## src/fmd_pkg.sv

```systemverilog
// ----------------------------------------------------------------------------
// fmd_pkg
// Shared types and constants for the FIX message deframer.
// ----------------------------------------------------------------------------
`timescale 1ns / 1ps
`default_nettype none

package fmd_pkg;

  // framing characters
  localparam logic [7:0] CH_SOH   = 8'h01;
  localparam logic [7:0] CH_EIGHT = 8'h38;
  localparam logic [7:0] CH_NINE  = 8'h39;
  localparam logic [7:0] CH_ONE   = 8'h31;
  localparam logic [7:0] CH_ZERO  = 8'h30;
  localparam logic [7:0] CH_EQ    = 8'h3D;

  // parser phase codes
  localparam logic [2:0] PH_HUNT     = 3'd0;
  localparam logic [2:0] PH_SEEK_LEN = 3'd1;
  localparam logic [2:0] PH_LEN      = 3'd2;
  localparam logic [2:0] PH_BODY     = 3'd3;
  localparam logic [2:0] PH_TRAILER  = 3'd4;
  localparam logic [2:0] PH_CHECKSUM = 3'd5;

  // abort reason codes
  localparam logic [1:0] AB_NONE     = 2'd0;
  localparam logic [1:0] AB_BAD_LEN  = 2'd1;
  localparam logic [1:0] AB_TOO_LONG = 2'd2;

  // width of the max body length register
  localparam int unsigned MAXLEN_W = 20;

  // result queue depth
  localparam int unsigned RQ_DEPTH = 4;
  localparam int unsigned RQ_PTR_W = $clog2(RQ_DEPTH);
  localparam int unsigned RQ_CNT_W = $clog2(RQ_DEPTH + 1);

  // push counts
  localparam logic [1:0] PUSH_NONE = 2'd0;
  localparam logic [1:0] PUSH_ONE  = 2'd1;
  localparam logic [1:0] PUSH_TWO  = 2'd2;

  typedef struct packed {
    logic [7:0] out_byte;
    logic       message_start;
    logic       message_end;
    logic       abort_flag;
    logic [1:0] abort_reason;
  } fmd_result_t;

  typedef struct packed {
    logic [1:0]  cnt;
    fmd_result_t r0;
    fmd_result_t r1;
  } fmd_push_t;

endpackage

`default_nettype wire

```

## src/fmd_if.sv

```systemverilog
// ----------------------------------------------------------------------------
// fmd_if
// Valid/ready channel interfaces for the deframer input and result streams.
// ----------------------------------------------------------------------------
`timescale 1ns / 1ps
`default_nettype none

interface fmd_in_if;
  logic       valid;
  logic       ready;
  logic [7:0] data_byte;

  modport source (output valid, output data_byte, input ready);
  modport sink   (input valid, input data_byte, output ready);
endinterface

interface fmd_out_if;
  logic       valid;
  logic       ready;
  logic [7:0] out_byte;
  logic       message_start;
  logic       message_end;
  logic       abort_flag;
  logic [1:0] abort_reason;

  modport source (output valid, output out_byte, output message_start,
                  output message_end, output abort_flag, output abort_reason,
                  input ready);
  modport sink   (input valid, input out_byte, input message_start,
                  input message_end, input abort_flag, input abort_reason,
                  output ready);
endinterface

`default_nettype wire

```

## src/fmd_parser.sv

```systemverilog
// ----------------------------------------------------------------------------
// fmd_parser
// Framing state machine: hunts for the start, tracks the body length field,
// counts body bytes and matches the checksum tag. Emits up to two results
// per accepted item.
// ----------------------------------------------------------------------------
`timescale 1ns / 1ps
`default_nettype none

module fmd_parser
  import fmd_pkg::*;
#(
  parameter int unsigned LENGTH_BITS = 20
) (
  input  wire logic                clk,
  input  wire logic                rst_n,
  input  wire logic                accept,
  input  wire logic [7:0]          data_byte,
  input  wire logic [MAXLEN_W-1:0] max_len,
  output fmd_push_t                push
);

  localparam int unsigned LV_W   = LENGTH_BITS + 1;
  localparam int unsigned PROD_W = LENGTH_BITS + 5;
  localparam int unsigned CMP_W  = (LV_W > MAXLEN_W) ? LV_W : MAXLEN_W;
  localparam logic [LV_W-1:0] LEN_CAP = {1'b1, {LENGTH_BITS{1'b0}}};

  logic [2:0]             phase_r, phase_nxt;
  logic [1:0]             prog_r, prog_nxt;
  logic [LV_W-1:0]        len_r, len_nxt;
  logic                   seen_r, seen_nxt;
  logic                   bad_r, bad_nxt;
  logic [LENGTH_BITS-1:0] rem_r, rem_nxt;

  logic                   is_soh;
  logic                   is_digit;
  logic [PROD_W-1:0]      prod;
  logic [LENGTH_BITS-1:0] rem_dec;
  logic                   len_over;

  fmd_result_t            pass_res;

  // byte classes and length arithmetic
  always_comb begin
    is_soh   = (data_byte == CH_SOH);
    is_digit = (data_byte >= CH_ZERO) && (data_byte <= CH_NINE);
    prod     = PROD_W'({len_r, 3'b000}) + PROD_W'({len_r, 1'b0}) +
               PROD_W'(data_byte[3:0]);
    rem_dec  = (rem_r != '0) ? rem_r - LENGTH_BITS'(1) : rem_r;
    len_over = CMP_W'(len_r) > CMP_W'(max_len);
  end

  // plain pass-through result
  always_comb begin
    pass_res               = '0;
    pass_res.out_byte      = data_byte;
    pass_res.abort_reason  = AB_NONE;
  end

  // next state and results
  always_comb begin
    phase_nxt = phase_r;
    prog_nxt  = prog_r;
    len_nxt   = len_r;
    seen_nxt  = seen_r;
    bad_nxt   = bad_r;
    rem_nxt   = rem_r;
    push      = '0;
    push.cnt  = PUSH_NONE;
    push.r0   = pass_res;
    push.r1   = pass_res;

    case (phase_r)
      PH_SEEK_LEN: begin
        push.cnt = PUSH_ONE;
        if (is_soh) begin
          prog_nxt = 2'd1;
        end else if (data_byte == CH_NINE && prog_r == 2'd1) begin
          prog_nxt = 2'd2;
        end else if (data_byte == CH_EQ && prog_r == 2'd2) begin
          phase_nxt = PH_LEN;
          prog_nxt  = 2'd0;
          len_nxt   = '0;
          seen_nxt  = 1'b0;
          bad_nxt   = 1'b0;
        end else begin
          prog_nxt = 2'd0;
        end
      end

      PH_LEN: begin
        push.cnt = PUSH_ONE;
        if (is_soh) begin
          if (bad_r || !seen_r || len_over) begin
            push.r0.abort_flag   = 1'b1;
            push.r0.abort_reason = (bad_r || !seen_r) ? AB_BAD_LEN : AB_TOO_LONG;
            phase_nxt = PH_HUNT;
            prog_nxt  = 2'd0;
            len_nxt   = '0;
            seen_nxt  = 1'b0;
            bad_nxt   = 1'b0;
            rem_nxt   = '0;
          end else if (len_r == '0) begin
            phase_nxt = PH_TRAILER;
            prog_nxt  = 2'd1;
          end else begin
            phase_nxt = PH_BODY;
            rem_nxt   = len_r[LENGTH_BITS-1:0];
            prog_nxt  = 2'd0;
          end
        end else if (is_digit) begin
          seen_nxt = 1'b1;
          len_nxt  = (prod > PROD_W'(LEN_CAP)) ? LEN_CAP : prod[LV_W-1:0];
        end else begin
          bad_nxt = 1'b1;
        end
      end

      PH_BODY: begin
        push.cnt = PUSH_ONE;
        rem_nxt  = rem_dec;
        if (rem_dec == '0) begin
          phase_nxt = PH_TRAILER;
          prog_nxt  = is_soh ? 2'd1 : 2'd0;
        end
      end

      PH_TRAILER: begin
        push.cnt = PUSH_ONE;
        if (is_soh) begin
          prog_nxt = 2'd1;
        end else if (data_byte == CH_ONE && prog_r == 2'd1) begin
          prog_nxt = 2'd2;
        end else if (data_byte == CH_ZERO && prog_r == 2'd2) begin
          prog_nxt = 2'd3;
        end else if (data_byte == CH_EQ && prog_r == 2'd3) begin
          phase_nxt = PH_CHECKSUM;
          prog_nxt  = 2'd0;
        end else begin
          prog_nxt = 2'd0;
        end
      end

      PH_CHECKSUM: begin
        push.cnt = PUSH_ONE;
        if (is_soh) begin
          push.r0.message_end = 1'b1;
          phase_nxt = PH_HUNT;
          prog_nxt  = 2'd0;
          len_nxt   = '0;
          seen_nxt  = 1'b0;
          bad_nxt   = 1'b0;
          rem_nxt   = '0;
        end
      end

      default: begin
        // hunting, also for unused phase codes
        if (data_byte == CH_EQ && prog_r == 2'd1) begin
          push.cnt              = PUSH_TWO;
          push.r0.out_byte      = CH_EIGHT;
          push.r0.message_start = 1'b1;
          push.r1.out_byte      = CH_EQ;
          phase_nxt = PH_SEEK_LEN;
          prog_nxt  = 2'd0;
        end else begin
          phase_nxt = PH_HUNT;
          prog_nxt  = (data_byte == CH_EIGHT) ? 2'd1 : 2'd0;
        end
      end
    endcase

    if (!accept) begin
      push.cnt = PUSH_NONE;
    end
  end

  // state registers
  always_ff @(posedge clk) begin
    if (!rst_n) begin
      phase_r <= PH_HUNT;
      prog_r  <= 2'd0;
      len_r   <= '0;
      seen_r  <= 1'b0;
      bad_r   <= 1'b0;
      rem_r   <= '0;
    end else if (accept) begin
      phase_r <= phase_nxt;
      prog_r  <= prog_nxt;
      len_r   <= len_nxt;
      seen_r  <= seen_nxt;
      bad_r   <= bad_nxt;
      rem_r   <= rem_nxt;
    end
  end

endmodule

`default_nettype wire

```

## src/fmd_result_q.sv

```systemverilog
// ----------------------------------------------------------------------------
// fmd_result_q
// Small result queue: takes up to two results per cycle, delivers one while out_ready is high.
// ----------------------------------------------------------------------------
`timescale 1ns / 1ps
`default_nettype none

module fmd_result_q
  import fmd_pkg::*;
(
  input  wire logic      clk,
  input  wire logic      rst_n,
  input  wire fmd_push_t push,
  output logic           space_ok,
  output logic           out_valid,
  input  wire logic      out_ready,
  output fmd_result_t    out_res
);

  fmd_result_t         ent_r [RQ_DEPTH];
  logic [RQ_PTR_W-1:0] wr_ptr_r, wr_ptr_nxt;
  logic [RQ_PTR_W-1:0] rd_ptr_r, rd_ptr_nxt;
  logic [RQ_CNT_W-1:0] cnt_r, cnt_nxt;
  logic [RQ_PTR_W-1:0] wr_ptr_p1;
  logic                pop;

  // status and pointer update
  always_comb begin
    out_valid  = (cnt_r != '0);
    out_res    = ent_r[rd_ptr_r];
    space_ok   = (cnt_r <= RQ_CNT_W'(RQ_DEPTH - 2));
    pop        = out_valid && out_ready;
    wr_ptr_p1  = wr_ptr_r + RQ_PTR_W'(1);
    wr_ptr_nxt = wr_ptr_r + RQ_PTR_W'(push.cnt);
    rd_ptr_nxt = pop ? rd_ptr_r + RQ_PTR_W'(1) : rd_ptr_r;
    cnt_nxt    = cnt_r + RQ_CNT_W'(push.cnt) - RQ_CNT_W'(pop);
  end

  // control registers
  always_ff @(posedge clk) begin
    if (!rst_n) begin
      wr_ptr_r <= '0;
      rd_ptr_r <= '0;
      cnt_r    <= '0;
    end else begin
      wr_ptr_r <= wr_ptr_nxt;
      rd_ptr_r <= rd_ptr_nxt;
      cnt_r    <= cnt_nxt;
    end
  end

  // entry storage
  always_ff @(posedge clk) begin
    if (push.cnt != PUSH_NONE) begin
      ent_r[wr_ptr_r] <= push.r0;
    end
    if (push.cnt == PUSH_TWO) begin
      ent_r[wr_ptr_p1] <= push.r1;
    end
  end

endmodule

`default_nettype wire

```

## src/fix_message_deframer_top.sv

```systemverilog
// ----------------------------------------------------------------------------
// fix_message_deframer_top
// FIX tag-value message deframer: byte stream in, marked message bytes out.
// ----------------------------------------------------------------------------
// results are written into the result queue as their item is accepted and offered from its head
// throughput: one item per cycle while input ready is high; the item completing "8="
//   yields two results that drain through a four-entry result queue
// input ready stays high while the queue holds two or fewer results
// reset: synchronous active-low rst_n returns the parser to hunting, empties
//   the queue and sets max_body_length to its full-scale value
`timescale 1ns / 1ps
`default_nettype none

module fix_message_deframer_top
  import fmd_pkg::*;
#(
  parameter int unsigned LENGTH_BITS = 20
) (
  input  wire logic                clk,
  input  wire logic                rst_n,
  fmd_in_if.sink                   in_ch,
  fmd_out_if.source                out_ch,
  input  wire logic                cfg_we,
  input  wire logic [MAXLEN_W-1:0] cfg_wdata
);

  localparam logic [MAXLEN_W-1:0] MAX_MASK =
    (LENGTH_BITS >= MAXLEN_W) ? {MAXLEN_W{1'b1}}
                              : MAXLEN_W'((64'd1 << LENGTH_BITS) - 64'd1);

  logic [MAXLEN_W-1:0] max_len_r;
  logic                accept;
  logic                space_ok;
  fmd_push_t           push;
  fmd_result_t         out_res;

  // max body length register
  always_ff @(posedge clk) begin
    if (!rst_n) begin
      max_len_r <= MAX_MASK;
    end else if (cfg_we) begin
      max_len_r <= cfg_wdata & MAX_MASK;
    end
  end

  // input handshake
  assign in_ch.ready = space_ok;
  assign accept      = in_ch.valid && space_ok;

  fmd_parser #(
    .LENGTH_BITS (LENGTH_BITS)
  ) u_parser (
    .clk       (clk),
    .rst_n     (rst_n),
    .accept    (accept),
    .data_byte (in_ch.data_byte),
    .max_len   (max_len_r),
    .push      (push)
  );

  fmd_result_q u_result_q (
    .clk       (clk),
    .rst_n     (rst_n),
    .push      (push),
    .space_ok  (space_ok),
    .out_valid (out_ch.valid),
    .out_ready (out_ch.ready),
    .out_res   (out_res)
  );

  // result payload
  assign out_ch.out_byte      = out_res.out_byte;
  assign out_ch.message_start = out_res.message_start;
  assign out_ch.message_end   = out_res.message_end;
  assign out_ch.abort_flag    = out_res.abort_flag;
  assign out_ch.abort_reason  = out_res.abort_reason;

endmodule

`default_nettype wire

```

## src/flat_wrapper.sv

```systemverilog
// flat-port wrapper written by rule: the top's interface ports become plain ports
module fix_message_deframer_top_flat import fmd_pkg::*;
#(
  parameter int unsigned LENGTH_BITS = 20
)
  (clk, rst_n, cfg_we, cfg_wdata, in_ch_valid, in_ch_data_byte, in_ch_ready, out_ch_valid, out_ch_out_byte, out_ch_message_start, out_ch_message_end, out_ch_abort_flag, out_ch_abort_reason, out_ch_ready);
  fmd_in_if in_ch_i ();
  fmd_out_if out_ch_i ();
  input  wire logic clk;
  input  wire logic rst_n;
  input  wire logic cfg_we;
  input  wire logic [MAXLEN_W-1:0] cfg_wdata;
  input wire logic [$bits(in_ch_i.valid)-1:0] in_ch_valid;
  input wire logic [$bits(in_ch_i.data_byte)-1:0] in_ch_data_byte;
  output wire logic [$bits(in_ch_i.ready)-1:0] in_ch_ready;
  output wire logic [$bits(out_ch_i.valid)-1:0] out_ch_valid;
  output wire logic [$bits(out_ch_i.out_byte)-1:0] out_ch_out_byte;
  output wire logic [$bits(out_ch_i.message_start)-1:0] out_ch_message_start;
  output wire logic [$bits(out_ch_i.message_end)-1:0] out_ch_message_end;
  output wire logic [$bits(out_ch_i.abort_flag)-1:0] out_ch_abort_flag;
  output wire logic [$bits(out_ch_i.abort_reason)-1:0] out_ch_abort_reason;
  input wire logic [$bits(out_ch_i.ready)-1:0] out_ch_ready;
  assign in_ch_i.valid = in_ch_valid;
  assign in_ch_i.data_byte = in_ch_data_byte;
  assign in_ch_ready = in_ch_i.ready;
  assign out_ch_valid = out_ch_i.valid;
  assign out_ch_out_byte = out_ch_i.out_byte;
  assign out_ch_message_start = out_ch_i.message_start;
  assign out_ch_message_end = out_ch_i.message_end;
  assign out_ch_abort_flag = out_ch_i.abort_flag;
  assign out_ch_abort_reason = out_ch_i.abort_reason;
  assign out_ch_i.ready = out_ch_ready;
  fix_message_deframer_top #(.LENGTH_BITS(LENGTH_BITS)) u_core (.clk(clk), .rst_n(rst_n), .in_ch(in_ch_i), .out_ch(out_ch_i), .cfg_we(cfg_we), .cfg_wdata(cfg_wdata));
endmodule
```

## config.mk

```make
export PLATFORM = sky130hd
export DESIGN_NAME = fix_message_deframer_top_flat
export DESIGN_NICKNAME = d
export VERILOG_FILES = /design/src/fmd_pkg.sv /design/src/fmd_if.sv /design/src/fmd_parser.sv /design/src/fmd_result_q.sv /design/src/fix_message_deframer_top.sv /design/src/flat_wrapper.sv
export SDC_FILE = /design/constraint.sdc
export NUM_CORES = 1
export LEC_CHECK = 0
export BUFFER_PORTS_ARGS = -buffer_cell sky130_fd_sc_hd__buf_2
export CAP_MARGIN = 25
export CORE_ASPECT_RATIO = 0.9
export CORE_MARGIN = 2
export CORE_UTILIZATION = 60
export CTS_CLUSTER_SIZE = 12
export DETAILED_ROUTE_END_ITERATION = 6
export GPL_TIMING_DRIVEN = 0
export PLACE_DENSITY = 0.78
export SLEW_MARGIN = 0
export SYNTH_ARGS = -nofsm -noshare
export SYNTH_HDL_FRONTEND = slang
export SYNTH_HIERARCHICAL = 1
export SYNTH_SLANG_ARGS = --single-unit
```

## constraint.sdc

```tcl
create_clock -name clk -period 9.6 [get_ports clk]
set_input_delay 1.92 -clock clk [delete_from_list [all_inputs] [get_ports clk]]
set_output_delay 1.92 -clock clk [all_outputs]
set_load 0.1 [all_outputs]
```

After elaboration in Yosys (flattened, before gate mapping)
Memory sizes are Yosys's and may differ from the RTL's. A register that Yosys moved wholly into a read port is not among the register bits.
Index checks and enable logic that the tools add are counted.
{ "word_totals": {"reg_bits": 75, "ramBits": 52, "in_bits": 33, "output_inout_bits": 15, "n_memories": 1} }
{ "classes": {"add_sub_neg": 8, "magnitude_cmp": 5, "eq_ne": 29, "mux": 72, "reduce_logical": 25} }
{ "mem_list": {"columns": ["name", "depth", "width", "read_ports", "rd_clocked_by_memory_dff", "write_ports", "line_no", "source"], "rows": [
  ["u_core.u_result_q.ent_r", 4, 13, 1, 1, 2, "fmd_result_q.sv:20", "fmd_result_t ent_r [RQ_DEPTH];"]
]} }
{ "ops": {"columns": ["operator", "count"], "rows": [
  ["$mux W21", 8],
  ["$mux W20", 5],
  ["$pmux W21 S3", 1],
  ["$pmux W20 S3", 1],
  ["$mux W3", 15],
  ["$eq A8 B6 Y1 const B", 5],
  ["$mux W2", 13],
  ["$add A24 B22 Y25", 1],
  ["$add A25 B4 Y25", 1],
  ["$gt A25 B21 Y1 const B", 1],
  ["$gt A21 B20 Y1", 1],
  ["$logic_not A21 Y1", 1],
  ["$mux W1", 21],
  ["$logic_not A20 Y1", 1],
  ["$ne A2 B2 Y1 const B", 10],
  ["$reduce_bool A20 Y1", 1],
  ["$sub A20 B1 Y20 const B", 1],
  ["$mux W8", 2],
  ["$reduce_and A8 Y1", 2],
  ["$pmux W3 S5", 1],
  ["$ne A3 B3 Y1 const B", 4],
  ["$mux W11", 1],
  ["$reduce_and A11 Y1", 1],
  ["$pmux W2 S5", 1],
  ["other kinds (23)", 40]
]} }

Depth between registers and ports, before layout
{ "logic_depth": {"depth_word": 8, "ltp_mapped": 13, "ltp_nobuf": 12} }

Modules after synthesis
The synthesis kept the hierarchy.
{ "by_module_without_submodules": {"columns": ["module", "n_inst", "cells_each", "area_per_inst_um2"], "rows": [
  ["fmd_parser", 1, 711, 5332.6],
  ["fmd_result_q", 1, 175, 3051.7],
  ["fix_message_deframer_top", 1, 65, 711.9]
]} }

Least setup slack after synthesis
OpenSTA, ideal clock, no wires.
{ "synth_timing": {"path_type": "input-to-reg", "startpoint": "input in_ch_data_byte[3]", "endpoint": "register u_core.u_parser.len_r[11]", "setup_time_ns": 0.087, "arrival_ns": 4.745, "required_time_ns": 9.513, "path_slack_ns": 4.768, "stages": 11, "path_buffers": 0, "cell_sequence": "inv_1 -> fa_1 -> fa_1 -> nand2b_1 -> a21oi_1 -> o211a_1 -> o21a_1 -> o221ai_1 -> a2111oi_0 -> a31oi_1 -> o31ai_1"} }
{ "synth_via": {"elab_chain_len": 6, "word_cells_on_any_way": 21} }
{ "synth_rtl": {"columns": ["element", "line_no", "source"], "rows": [
  ["from (decl)", "flat_wrapper.sv:14", "input wire logic [$bits(in_ch_i.data_byte)-1:0] in_ch_data_byte;"],
  ["$add A25 B4 Y25", "fmd_parser.sv:47", "prod = PROD_W'({len_r, 3'b000}) + PROD_W'({len_r, 1'b0}) +"],
  ["$gt A25 B21 Y1", "fmd_parser.sv:113", "len_nxt = (prod > PROD_W'(LEN_CAP)) ? LEN_CAP : prod[LV_W-1:0];"],
  ["$mux W21", "fmd_parser.sv:113", null],
  ["$mux W21", "fmd_parser.sv:111", "end else if (is_digit) begin"],
  ["$mux W21", "fmd_parser.sv:93", "if (is_soh) begin"],
  ["$pmux W21 S3", "fmd_parser.sv:73", "case (phase_r)"],
  ["to (signal assigned)", "fmd_parser.sv:190", "len_r <= len_nxt;"],
  ["to (decl)", "fmd_parser.sv:30", "logic [LV_W-1:0] len_r, len_nxt;"]
]} }
Several ways; a longest one is shown, not always the timed one. The select of a mux whose other input is x is not followed.
A chain may end at the register's enable or synchronous reset.

Worst setup path after layout
{ "layout_timing": {"startpoint": "input in_ch_data_byte[3]", "endpoint": "register u_core.u_parser.len_r[14]"} }
Same word-level chain as after synthesis.

==> metrics.csv <==
stage,metric,value,unit
route,drc_errors,0,
cts,cts_resized,0,
sta,finalCritPeriodShare,55.05,%
critical_path,r2r-start,u_core/u_parser/len_r[2]$_SDFFE_PN0P_,
layout,antenna_cells,0,
sta,drv_slew,0,
layout,drive_above_1_share,18.88,%
die,start_util,61.60,%
hold_path,hold_path.class,reg -> reg,
cts,cts_tree,built,
global_route,grt_use_total,30.58,%
route,drtIter0Drc,657,
layout,layout_common_cells,"90 x nand2_1, 77 x dfxtp_1, 67 x ha_1",
sta,finalCriticalPeriod,5.285,ns
job,maxCapViolCount,0,
placement,hpwl,16950,um
yosys,yosysUniqueCellTypes,90,
global_route,grt_overflow,0,
yosys,synth_top_area_cell,edfxtp_1,
power_and_ir_drop,power_density,187.5,mW/mm^2
yosys,synthMuxAreaShare,12.52,%
yosys,ys_async_sr_fraction,0,%
yosys,synth_top_family_by_area,simple AND/OR/NAND/NOR gates,
route,postRouteAntennaNets,0,
hold_path,min_to,u_core/max_len_r[9]$_SDFFE_PN1P_,
placement,place.gp.congestion,0.9227,
yosys,synth-edff-count,52,
yosys,synth_area,0.009096,mm^2
sta,slew_headroom,45.65,%
critical_path,required,9.92,ns
sta,setup-tns-final,0,ns
power_and_ir_drop,finalPower,0.001922,W
hold_path,min_from,u_core/max_len_r[9]$_SDFFE_PN1P_,
cts,clk_pin_slew_worst_paths,0.06,ns
layout,area_growth,12.70,%
placement,dp_cells,1204,
die,die_h,120.8,um
layout,fillCellCount,1165,
global_route,grt_first_pass_wirelength,38840,um
sta,worst_slew_pin_slew,0.8135,ns
die,dieWidth,133.8,um
yosys,ys.flop_type,dfxtp_1,
layout,final_cells,1236,
route,drt_first_pass_iters,5,
placement,portBuffers,46,
yosys,synth_cells,951,
cts,cts_buffer_depth,2,
die,ios,48,
critical_path,critPathArrivalTime,5.61,ns
critical_path,endpoint_kind,flop,
die,die-area,0.01616,mm^2
die,core_area,0.01477,mm^2
yosys,synthXorXnorAreaFrac,2.132,%
die,rows,42,
sta,rsz0062_at_grt,false,
cts,cts_buffers,17,
yosys,synthAdderAreaFrac,9.986,%
cts,clockRootBuffer,clkbuf_16,
cts,cts_num_sinks,129,
critical_path,startpoint_type,input pin,
route,vias,7763,
power_and_ir_drop,leakagePower,4.503,nW
cts,clk_latency,0.42,ns
route,wl,23700,um
sta,whs,0.4708,ns
yosys,yosysTopAreaCellShare,17.17,%
route,via_per_inst,6.281,
sta,hold_viol_final,0,
sta,setup_viol,0,
sta,max_freq,189.2,MHz
critical_path,critical_path_class,in -> reg,
yosys,synth.area.top_cells,"edfxtp_1 17%, dfxtp_1 17%, ha_1 9.2%, mux2_2 5.3%, nand2_1 3.7%",
yosys,ys_ff_latch,129,
sta,finClkSkew,0.007510,ns
global_route,antenna_found_initial,0,
power_and_ir_drop,ir_drop,0.1976,mV
critical_path,crit_fanout,8,
cts,cts_hold_buf,0,
yosys,synth_compound_area_share,17.73,%
global_route,grt_max_degree,18,
status,outcome,"complete, no violations",
yosys,synthSimpleGateAreaFrac,17.79,%
cts,post_cts_buffers,0,
global_route,grt_pass1_vias,7641,
critical_path,r2r_end,u_core/u_parser/len_r[14]$_SDFFE_PN0P_,
yosys,yosysWarnings,6,
cts,cts_max_level,4,
critical_path,regToRegSetupSlack,5.48,ns
yosys,avgSynthCellArea,9.565,um^2
layout,num-nets-final,1128,
layout,final_common_cell,nand2_1,
route,wl_per_cell,19.18,um
hold_path,min_path_cells,2,
critical_path,reg2regPathDepth,11,
yosys,ys_seq_area_share,34.11,%
where the power goes:
group / switching (W) / total, W / internal, W
clock: 0.000265 / 0.000682 / 0.000417
combinational: 0.000419 / 0.000604 / 0.000185
sequential: 0.0000292 / 0.000636 / 0.000607
total: 0.000713 / 0.00192 / 0.00121
cells in the mapped netlist, drive strengths merged, types with 4 or more instances:
library cell and count:
a211oi 10, a21boi 7, a21o 22, a21oi 66, a22oi 5, a31oi 6, and2 10, and3 9
buf 27, clkbuf 33, dfxtp 77, edfxtp 52, ha 67, inv 43, mux2 52, mux2i 26
mux4 13, nand2 90, nand2b 13, nand3 16, nand4 10, nand4b 4, nor2 44, nor2b 12
nor3 20, nor3b 4, nor4 17, nor4b 4, o211a 5, o211ai 8, o21a 8, o21ai 40
o21bai 5, o22ai 8, o31ai 19, or2 8, or3 12, or4 8, xor2 14
registers in the layout (all words and copies together) (netlist names), named ones only:
register / count
u_core/u_parser/bad_r: 1
u_core/u_parser/len_r: 21
u_core/u_parser/prog_r: 2
u_core/u_parser/seen_r: 1
u_core/u_parser/rem_r: 20
u_core/u_result_q/wr_ptr_r: 2
u_core/u_parser/phase_r: 3
u_core/max_len_r: 20
u_core/u_result_q/rd_ptr_r: 2
u_core/u_result_q/cnt_r: 3
u_core/u_result_q/ent_r: 52
worst max path at each step:
stage | from | to | slack [ns]
after floorplan | in_ch_data_byte[3] | u_core/u_parser/len_r[11]$_SDFFE_PN0P_ | 4.77
after global placement | in_ch_data_byte[7] | u_core/u_result_q/ent_r[0][10]$_DFFE_PP_ | 3.50
after detailed placement | in_ch_data_byte[3] | u_core/u_parser/len_r[14]$_SDFFE_PN0P_ | 3.97
after CTS | in_ch_data_byte[3] | u_core/u_parser/len_r[14]$_SDFFE_PN0P_ | 4.38
after global routing | in_ch_data_byte[3] | u_core/u_parser/len_r[9]$_SDFFE_PN0P_ | 4.14
final | in_ch_data_byte[3] | u_core/u_parser/len_r[14]$_SDFFE_PN0P_ | 4.32
kinds of logic (layout without fill, tap and decap cells):
| family | Yosys count | count (layout) |
|---|---|---|
| AND/OR/NAND/NOR | 295 | 295 |
| multiplexers | 91 | 91 |
| other | 1 | 5 |
| AO/OA/AOI/OAI | 242 | 242 |
| flip-flops | 129 | 129 |
| XOR/XNOR | 19 | 19 |
| adder cells (fa/ha/maj) | 71 | 71 |
| buffers and inverters | 103 | 186 |
cell type report:
class / count / area (um^2) / area share, %
Clock buffer: 17 / 425.4 / 4.150
Sequential cell: 129 / 3103 / 30.27
Buffer: 60 / 356.6 / 3.479
Inverter: 43 / 161.4 / 1.575
Tap cell: 198 / 247.7 / 2.417
Multi-Input combinational cell: 723 / 5495 / 53.61
Timing Repair Buffer: 51 / 262.8 / 2.563
Clock inverter: 15 / 198.9 / 1.941
through the flow:
stage | utilization, % | setup WS (ns) | area [um^2]
finish | 69.42 | 4.315 | 10250
global route | 69.42 | 4.136 | 10250
CTS | 69.42 | 4.381 | 10250
detailed placement | 65.19 | 3.969 | 9627
global placement | 64.94 | 3.498 | 9589
floorplan | - | 4.768 | 9111
critical path, stage by stage:
cell and delay [ns]:
buf_2 0.20, inv_1 0.12, fa_1 0.53, fa_1 0.48, nand2b_1 0.19, a21oi_1 0.44, o211a_1 0.38, o21a_1 0.18
o221ai_1 0.13, a2111oi_0 0.46, a31oi_1 0.28, o31ai_1 0.29
per-layer routing:
layer,wire length (um),track usage (%)
met1,10610,42.00
met2,10650,48.14
met3,1896,7.086
met4,557,9.375
met5,0,0
Note: power is estimated with default switching activity, not from simulation.
